[config.mk]
export PLATFORM = sky130hd
export DESIGN_NAME = rpwu_ram
export DESIGN_NICKNAME = d
export VERILOG_FILES = /design/src/sv/rpwu_ram.sv
export SDC_FILE = /design/constraint.sdc
export NUM_CORES = 1
export LEC_CHECK = 0
export BUFFER_PORTS_ARGS = -buffer_cell sky130_fd_sc_hd__buf_2
export CAP_MARGIN = 40
export CORE_MARGIN = 5
export CORE_UTILIZATION = 25
export DETAILED_ROUTE_END_ITERATION = 16
export PLACE_DENSITY = 0.38
export SLEW_MARGIN = 15
export SYNTH_ARGS = -nofsm -noshare
export SYNTH_HDL_FRONTEND = slang
export SYNTH_SLANG_ARGS = --single-unit
export TNS_END_PERCENT = 30
[constraint.sdc]
create_clock -name clock -period 1.87 [get_ports clock]
set_input_delay 0 -clock clock [delete_from_list [all_inputs] [get_ports clock]]
set_output_delay 0 -clock clock [all_outputs]
set_load 0.02 [all_outputs]
[src/sv/rpwu_ram.sv]
module rpwu_ram #(
   parameter int WIDTH = 8,
   parameter int DEPTH = 16,
   parameter int ADDR_W = (DEPTH > 1) ? $clog2(DEPTH) : 1
) (
   input  logic              clock,
   input  logic              wr_en,
   input  logic [ADDR_W-1:0] wr_addr,
   input  logic [WIDTH-1:0]  wr_data,
   input  logic              rd_en,
   input  logic [ADDR_W-1:0] rd_addr,
   output logic [WIDTH-1:0]  rd_data
);

   logic [WIDTH-1:0] mem_ff [DEPTH];
   logic [WIDTH-1:0] rd_data_ff;

   // single write port, registered read port
   always_ff @(posedge clock) begin
      if (wr_en) begin
         mem_ff[wr_addr] <= wr_data;
      end
      if (rd_en) begin
         rd_data_ff <= mem_ff[rd_addr];
      end
   end

   assign rd_data = rd_data_ff;

endmodule

==> qor.yml <==
crit_type: "flop to flop"
htreeDepth: 4
r2r_slack_ns: 0.36
p_sw_mw: 1.39
rsz0062_at_grt: "false"
layout.nets: 323
worstPathRequired_ns: 2.03
viasPerCell: 4.28
post-route-min-period_ns: 1.51
dp_hpwl_um: 7870
core_area_mm2: 0.0208
drt_iter0_drc: 156
layout.cells.most_common: "edfxtp_1"
clockBufferDepth: 2
outcome: "finished clean"
fin_setup_tns_ns: 0
hold_end: "mem_ff[4][1]"
hold_depth: 3
path_clk_slew_ns: 0.06
final_cell_mix: "edfxtp_1 (136), buf_4 (29), buf_2 (26)"
ir_drop_uv: 521
clkLatencyLatePin_ns: 0.41
cts_resized: 0
finalHoldViolations: 0
overflow: 0
synth_area_mm2: 0.00523
cp_max_fo: 1
syn_nets: 248
max_freq_ghz: 0.664
ys_warn_count: 0
gp_congestion: 0.706
start_util: 0.251
min_period_over_period: 0.805
power_frac_comb: 0.051
grt_pass1_wl_um: 17700
critPathLaunchType: "flop"
first_pass_iters: 4
cts_tree: "done"
regToRegStartpoint: "mem_ff[1][3]"
avgSynthCellArea_um2: 22.8
track_usage: 0.104
reg2reg_depth: 3
synth_top_area_frac: 0.781
worstSetupEndpointType: "flop"
drive_above_1_share: 0.321
io_pins: 27
powerDensity_mw_per_mm2: 1100
skew_ns: 0.00748
insertedDiodeCount: 0
grt_pass1_vias: 2801
worst_pin_slew_ns: 0.466
pwr-share-clk: 0.468
rows: 53
drtAntennaViolNets: 0
cts-root-buf: "clkbuf_16"
crit_arrival_ns: 1.66
grt_max_degree: 27
slew_headroom: 0.689
p_leak_nw: 2.20
synth_top_area_cell: "edfxtp_1"
min-delay-start: "wr_addr[0]"
max-cap-violations: 0
dieArea_mm2: 0.0239
power_mw: 7.19
ys_types: 18
crit_chain: "mux4_1 > a22oi_1 > nand2_1"
clock_sinks: 136
die_w_um: 155
io_buffers: 26
wl_um: 11900
hp-class: "primary input to flop"
antenna_found_initial: 0
switching_share: 0.194
wl_per_cell_um: 20.2
setup_viol: 0
startpoint: "mem_ff[1][3]"
areaGrowthSynthToFinish_pct: 25.4
pwr-share-seq: 0.481
ys_ff_latch: 136
drc: 0
synthTopCellsByArea: "edfxtp_1 (78%), mux4_2 (7.8%), mux4_1 (7.0%)"
postSynthCellCount: 229
ys_seq_area_frac: 0.781
final_max_slew_viol_count: 0
cts_made_buffers: 17
critPathSlowestCell: "mux4_1"
p_int_mw: 5.79
slowest_delay_ns: 0.52
reg2reg_to: "rd_data[3]"
vias: 2523
die_y_um: 155
[worst max path at each step]
stage	end	depth (start not counted)	slack, ns
after floorplan	mem_ff[0][0]	2	0.38
after global routing	rd_data[3]	3	0.34
after CTS	rd_data[3]	3	0.32
after global placement	rd_data[6]	6	0.18
after detailed placement	rd_data[6]	6	0.21
final	rd_data[3]	3	0.36
[state kept, by name (all words and copies together) (netlist names)]
| signal | cells |
|---|---|
| rd_data | 8 |
| mem_ff | 128 |
[synth_stat cells, drive strengths merged]
| cell type | n |
|---|---|
| a22oi | 16 |
| nand2 | 9 |
| and2b | 1 |
| nor2b | 1 |
| nand3 | 1 |
| buf | 7 |
| nand3b | 2 |
| edfxtp | 136 |
| nor3 | 4 |
| mux4 | 32 |
| nand2b | 2 |
| clkdlybuf4s25 | 3 |
| or3b | 1 |
| and2 | 1 |
| nor2 | 13 |
[cell type report]
type / instances / area (µm²)
timing repair buffer: 66 / 478
clock inverter: 10 / 154
clock buffer: 20 / 437
fill: 2037 / 14300
multi-input combinational: 83 / 1060
sequential: 136 / 4080
tap: 275 / 344
[metal layers]
| metal | share of wire | track usage | wire (µm) |
|---|---|---|---|
| met1 | 0.47 | 0.134 | 5590 |
| met2 | 0.49 | 0.170 | 5850 |
| met3 | 0.033 | 0.0327 | 398 |
| met4 | 0.0053 | 0.0265 | 63 |
| met5 | 0 | 0 | 0 |
[per-stage QoR]
step	instance area, µm²	util	setup slack (ns)	hold slack, ns	instances
6_report	6550	0.315	0.365	0.149	590
5_1_grt	6550	0.315	0.336	0.147	590
4_1_cts	6550	0.315	0.323	0.122	590
3_5_place_dp	5870	0.282	0.208	0.402	551
3_3_place_gp	5870	0.282	0.180	0.399	551
2_1_floorplan	5230	-	0.377	0.0989	229
[cell families (layout without fill, tap and decap cells)]
logic type      Yosys count  after routing  share of synthesized area
compound gates           16             16                     0.0230
mux                      32             32                      0.148
simple gates             35             35                     0.0314
buf+inv                  10             96                     0.0165
flops                   136            136                      0.781
[power by group through the flow]
stage	sequential (mW)	clock, mW	combinational (mW)
floorplan	3.53	0	0.173
global placement	3.52	0	0.359
detailed placement	3.52	0	0.360
CTS	3.46	3.46	0.375
global route	3.46	3.61	0.393
finish	3.46	3.36	0.363
[worst max-delay path: cells and delay by family, from the launching register on]
family             cells  cell delay [ns]
AOI/OAI and AO/OA      1             0.29
and+or+nand+nor        1             0.08
DFF                    1             0.37
muxes                  1             0.52
[what timing repair did]
item / 4_1_cts / 5_1_grt
setup buffers: 0 / 0
hold buffers: 9 / 0
endpoints found under the hold margin: 136 / 0
endpoints found under the setup margin: 0 / 0
Note: power is estimated with default switching activity, not from simulation.
