==> config.mk <==
export PLATFORM = sky130hd
export DESIGN_NAME = rpwu_csr
export DESIGN_NICKNAME = d
export VERILOG_FILES = /design/src/sv/rpwu_pkg.sv /design/src/sv/rpwu_csr.sv
export SDC_FILE = /design/constraint.sdc
export NUM_CORES = 1
export LEC_CHECK = 0
export ABC_CLOCK_PERIOD_IN_PS = 1900
export BUFFER_PORTS_ARGS = -buffer_cell sky130_fd_sc_hd__buf_2
export CAP_MARGIN = 20
export CORE_AREA = 2 2 136 138
export CTS_BUF_LIST = sky130_fd_sc_hd__clkbuf_2
export DETAILED_ROUTE_END_ITERATION = 16
export DIE_AREA = 0 0 138 140
export PLACE_DENSITY = 0.58
export SLEW_MARGIN = 20
export SYNTH_ARGS = -nofsm -noshare
export SYNTH_HDL_FRONTEND = slang
export SYNTH_SLANG_ARGS = --single-unit
==> constraint.sdc <==
create_clock -name clock -period 1.9 [get_ports clock]
set_clock_uncertainty 0.05 [all_clocks]
set_input_delay 0 -clock clock [delete_from_list [all_inputs] [get_ports clock]]
set_output_delay 0 -clock clock [all_outputs]
set_load 0.005 [all_outputs]
==> src/sv/rpwu_pkg.sv <==
package rpwu_pkg;

   // default number of weights kept in the state memory
   localparam int WEIGHT_COUNT_DEF = 1024;

   // payload widths
   localparam int INDEX_W  = 10;
   localparam int WEIGHT_W = 32;
   localparam int STEP_W   = 31;
   localparam int DEC_W    = 16;
   localparam int INC_W    = 20;
   localparam int SIGN_W   = 2;
   localparam int FRAC_W   = 16;

   // configuration port
   localparam int CSR_ADDR_W = 5;
   localparam int CSR_DATA_W = 32;
   localparam int REG_SEL_W  = 3;

   localparam logic [REG_SEL_W-1:0] REG_DECREASE = 3'd0;
   localparam logic [REG_SEL_W-1:0] REG_INCREASE = 3'd1;
   localparam logic [REG_SEL_W-1:0] REG_MIN_STEP = 3'd2;
   localparam logic [REG_SEL_W-1:0] REG_MAX_STEP = 3'd3;
   localparam logic [REG_SEL_W-1:0] REG_INIT_STEP = 3'd4;

   // register reset values
   localparam logic [DEC_W-1:0]  DECREASE_RST  = 16'd32768;
   localparam logic [INC_W-1:0]  INCREASE_RST  = 20'd78643;
   localparam logic [STEP_W-1:0] MIN_STEP_RST  = 31'd1;
   localparam logic [STEP_W-1:0] MAX_STEP_RST  = 31'd3276800;
   localparam logic [STEP_W-1:0] INIT_STEP_RST = 31'd6554;

   // stored gradient sign codes
   localparam logic [SIGN_W-1:0] SIGN_ZERO = 2'b00;
   localparam logic [SIGN_W-1:0] SIGN_POS  = 2'b01;
   localparam logic [SIGN_W-1:0] SIGN_NEG  = 2'b11;

   // state memory word: valid, previous sign, step
   localparam int ENTRY_W = 1 + SIGN_W + STEP_W;

   typedef struct packed {
      logic [DEC_W-1:0]  decrease_factor;
      logic [INC_W-1:0]  increase_factor;
      logic [STEP_W-1:0] min_step;
      logic [STEP_W-1:0] max_step;
      logic [STEP_W-1:0] initial_step;
   } rpwu_cfg_type;

endpackage

==> src/sv/rpwu_csr.sv <==
module rpwu_csr (
   input  logic                                clock,
   input  logic                                reset,
   input  logic                                psel,
   input  logic                                penable,
   input  logic                                pwrite,
   input  logic [rpwu_pkg::CSR_ADDR_W-1:0]     paddr,
   input  logic [rpwu_pkg::CSR_DATA_W-1:0]     pwdata,
   output logic [rpwu_pkg::CSR_DATA_W-1:0]     prdata,
   output logic                                pready,
   output rpwu_pkg::rpwu_cfg_type              cfg
);

   import rpwu_pkg::*;

   rpwu_cfg_type             cfg_ff;
   rpwu_cfg_type             cfg_in;
   logic                     wr_stb;
   logic [REG_SEL_W-1:0]     reg_sel;

   assign pready  = 1'b1;
   assign wr_stb  = psel && penable && pwrite;
   assign reg_sel = paddr[CSR_ADDR_W-1:2];

   // register write decode
   always_comb begin
      cfg_in = cfg_ff;
      if (wr_stb) begin
         unique case (reg_sel)
            REG_DECREASE:  cfg_in.decrease_factor = pwdata[DEC_W-1:0];
            REG_INCREASE:  cfg_in.increase_factor = pwdata[INC_W-1:0];
            REG_MIN_STEP:  cfg_in.min_step        = pwdata[STEP_W-1:0];
            REG_MAX_STEP:  cfg_in.max_step        = pwdata[STEP_W-1:0];
            REG_INIT_STEP: cfg_in.initial_step    = pwdata[STEP_W-1:0];
            default: ;
         endcase
      end
   end

   always_ff @(posedge clock) begin
      if (reset) begin
         cfg_ff.decrease_factor <= DECREASE_RST;
         cfg_ff.increase_factor <= INCREASE_RST;
         cfg_ff.min_step        <= MIN_STEP_RST;
         cfg_ff.max_step        <= MAX_STEP_RST;
         cfg_ff.initial_step    <= INIT_STEP_RST;
      end else begin
         cfg_ff <= cfg_in;
      end
   end

   // read back
   always_comb begin
      unique case (reg_sel)
         REG_DECREASE:  prdata = CSR_DATA_W'(cfg_ff.decrease_factor);
         REG_INCREASE:  prdata = CSR_DATA_W'(cfg_ff.increase_factor);
         REG_MIN_STEP:  prdata = CSR_DATA_W'(cfg_ff.min_step);
         REG_MAX_STEP:  prdata = CSR_DATA_W'(cfg_ff.max_step);
         REG_INIT_STEP: prdata = CSR_DATA_W'(cfg_ff.initial_step);
         default:       prdata = '0;
      endcase
   end

   assign cfg = cfg_ff;

endmodule

==> metrics.md <==
| Metric | Value |
|---|---|
| Number of global-route vias before repair | 5170 |
| Die X | 138 um |
| Max-Cap Viols | 0 |
| Die Ht | 140 um |
| Fmax | 537 MHz |
| CTS tree | yes |
| NetSw | 0.00137 W |
| Root Driver | clkbuf_2 |
| I/O pin count | 204 |
| Worst Setup SP | pwrite |
| Combinational share of power | 10.5% |
| RR Startpoint | cfg[128] |
| Setup-failing EPs final | 0 |
| CTS Buf Count | 17 |
| Skew-Pair Late Insertion Delay | 0.67 ns |
| Sw Share | 26.2% |
| Maximum VDD drop | 399 uV |
| Cell family with most CP delay | buffers and inverters |
| Area grow syn2layout | 36.6% |
| CP max-delay cell | dlygate4sd3_1 |
| Crit start category | input port |
| GRT Overall Usage | 19.2% |
| CP peak stage delay | 0.57 ns |
| Post-Route WL | 18.9 mm |
| Min Tclk post-route | 1.86 ns |
| Post-synth top area cell | dfxtp_1 |
| P per Cell Area | 620 nW/um2 |
| Class of the most critical setup path | input port to flip-flop |
| Most common cell after layout, fill and taps aside | buf_2 |
| Via/cell ratio | 4.86 |
| Rel. slew slack | 65.7% |
| Worst Min Path Start | pwdata[20] |
| Sink Count | 129 |
| H-tree Lvls | 4 |
| Cell mode on critical path | dlygate4sd3_1 |
| Total gr overflow | 0 |
| Seq cells post-synth | 129 |
| Nets | 906 |
| Antenna Nets Post-Route | 0 |
| WL/cell | 17.1 um |
| Core Area | 17800 um2 |
| Final hold violations | 0 |
| Period utilisation layout | 98.0% |
| Mapped Cells | 613 |
| Netlist cell types | 30 |
| Data required, critical path | 2.49 ns |
| Largest cells by area after synthesis | dfxtp_1 42%, mux2i_1 23%, nand2b_1 14% |
| Initial antenna violation count | 1 |
| Cell Rows | 49 |
| Clock Pin Slew Worst Setup and Hold Paths | 0.19 ns |
| Top cell type's share of synthesized area | 41.9% |
| Cell Area, Synth | 6170 um2 |
| First-pass GRT wire length | 29.4 mm |
| Crit path max fanout | 14 |
| Tot Pwr | 0.00522 W |
| Port Buf Inserts | 198 |
| Max-slew violations | 0 |
| Longest Clk Path Bufs | 2 |
| Flop pwr share | 52.6% |
| RSZ-0062 raised after global routing | yes |
| Worst Max-Slew Pin Slew | 0.513 ns |
| Synth Area per Inst | 10.1 um2 |
| Critical path, cell by cell | dlygate4sd3_1, buf_2, nand4_1, dlygate4sd3_1, buf_4, mux2i_1, dlygate4sd3_1 |
| Number of flip-flops under the largest register name | 129 |
| Gpl congestion | 0.740 |
| Worst Path Buf+Inv | 5 |
| Largest net degree at the start of global routing | 51 |
| DR DRC count | 0 |
| Min Hold Slack | 0.0931 ns |
| Static leakage | 4.05 nW |
| Worst Hold Class | input port to flip-flop |
| DIE AREA | 19300 um2 |
| Most frequent cells in the layout | 197 x buf_2, 143 x mux2i_1, 140 x nand2b_1 |
| Reg2reg setup slack | 0.42 ns |
| Synth warn | 0 |
| Drt first pass iters | 4 |
| Outcome | complete, no violations |
| Syn Nets | 655 |
| Clock share of power | 36.9% |
| Initial DRC Count | 241 |
| Starting density of the core | 34.7% |
| CP endpoint kind | flip-flop |
| Int Power | 0.00386 W |
| Arr. time, crit path | 2.45 ns |
| Register area share after synthesis | 41.9% |
| Layout cells sized above 1 | 36.5% |
| Via Count | 5380 |
| Detail Placement HPWL | 13.0 mm |
==> area by class of cell <==
class / instances / area, um2
clock inverter: 15 / 190
tap: 229 / 287
timing repair buffer: 285 / 1830
sequential: 129 / 2610
multi-input combinational: 431 / 3420
antenna: 1 / 2.50
fill: 1698 / 9360
clock buffer: 17 / 85.1
==> stage by stage <==
step	setup TNS, ns	instance area (um2)	instances	setup slack [ns]	utilization (%)
detailed placement	0	7400	1014	0.407	41.6
global route	-0.0745	8420	1106	-0.0403	47.4
CTS	0	8250	1104	0.000766	46.4
finish	0	8420	1107	0.0378	47.4
floorplan	0	6170	613	0.814	-
global placement	0	7400	1014	0.443	41.6
==> layer usage <==
layer	share of wire (%)	global-route usage, %	up-vias
met5	0	0	-
met4	0.98	4.24	0
met3	6.5	5.44	13
met2	46	30.7	182
met1	47	25.9	2555
li1	-	-	2630
==> worst reg2reg max path, stage by stage, from the launching register on <==
cell,delay [ns]
dfxtp_1,0.38
a21boi_0,0.13
a211o_1,0.27
dlygate4sd3_1,0.56
==> cells in the mapped netlist, drive strengths merged <==
library cell	number
nor2	36
conb	2
and4	1
mux2i	143
a211o	1
dfxtp	129
nor3	1
nand2b	140
clkbuf	24
and4b	1
and3	1
mux2	16
a22oi	36
nand4	1
nand3b	1
nand4b	1
o21ai	11
a21boi	1
nor2b	2
nand2	12
buf	29
o22ai	20
nor3b	3
nand3	1
==> what timing repair did <==
action	in CTS	in global routing
pin swaps	0	16
buffers inserted	2	3
endpoints found under the hold margin	129	0
gates cloned	0	0
endpoints found under the setup margin	2	18
hold buffers	56	0
resized for setup	2	52
==> final timing paths <==
kind                            cells after the start       end
worst min register to register                      2   cfg[38]
worst max-delay path                                7    cfg[4]
worst min-delay path                                4   cfg[51]
worst max register to register                      3  cfg[128]
==> power groups by stage <==
stage                     combinational (W)  clock (W)  sequential [W]
after CTS                          0.000539    0.00201         0.00275
after global placement             0.000464          0         0.00280
final                              0.000551    0.00193         0.00275
after detailed placement           0.000465          0         0.00280
after global routing               0.000596    0.00211         0.00275
after floorplan                    0.000280          0         0.00280
==> logic make-up (layout without fill, tap and decap cells) <==
logic type | Yosys count | in the layout | synth area share (%)
multiplexers | 159 | 159 | 26.1
AND/OR/NAND/NOR | 201 | 201 | 19.2
AO/OA/AOI/OAI | 69 | 69 | 7.57
flip-flops | 129 | 129 | 41.9
other | 2 | 3 | 0.122
buffers and inverters | 53 | 317 | 5.07
No activity file was read; power rests on OpenSTA's default activity.
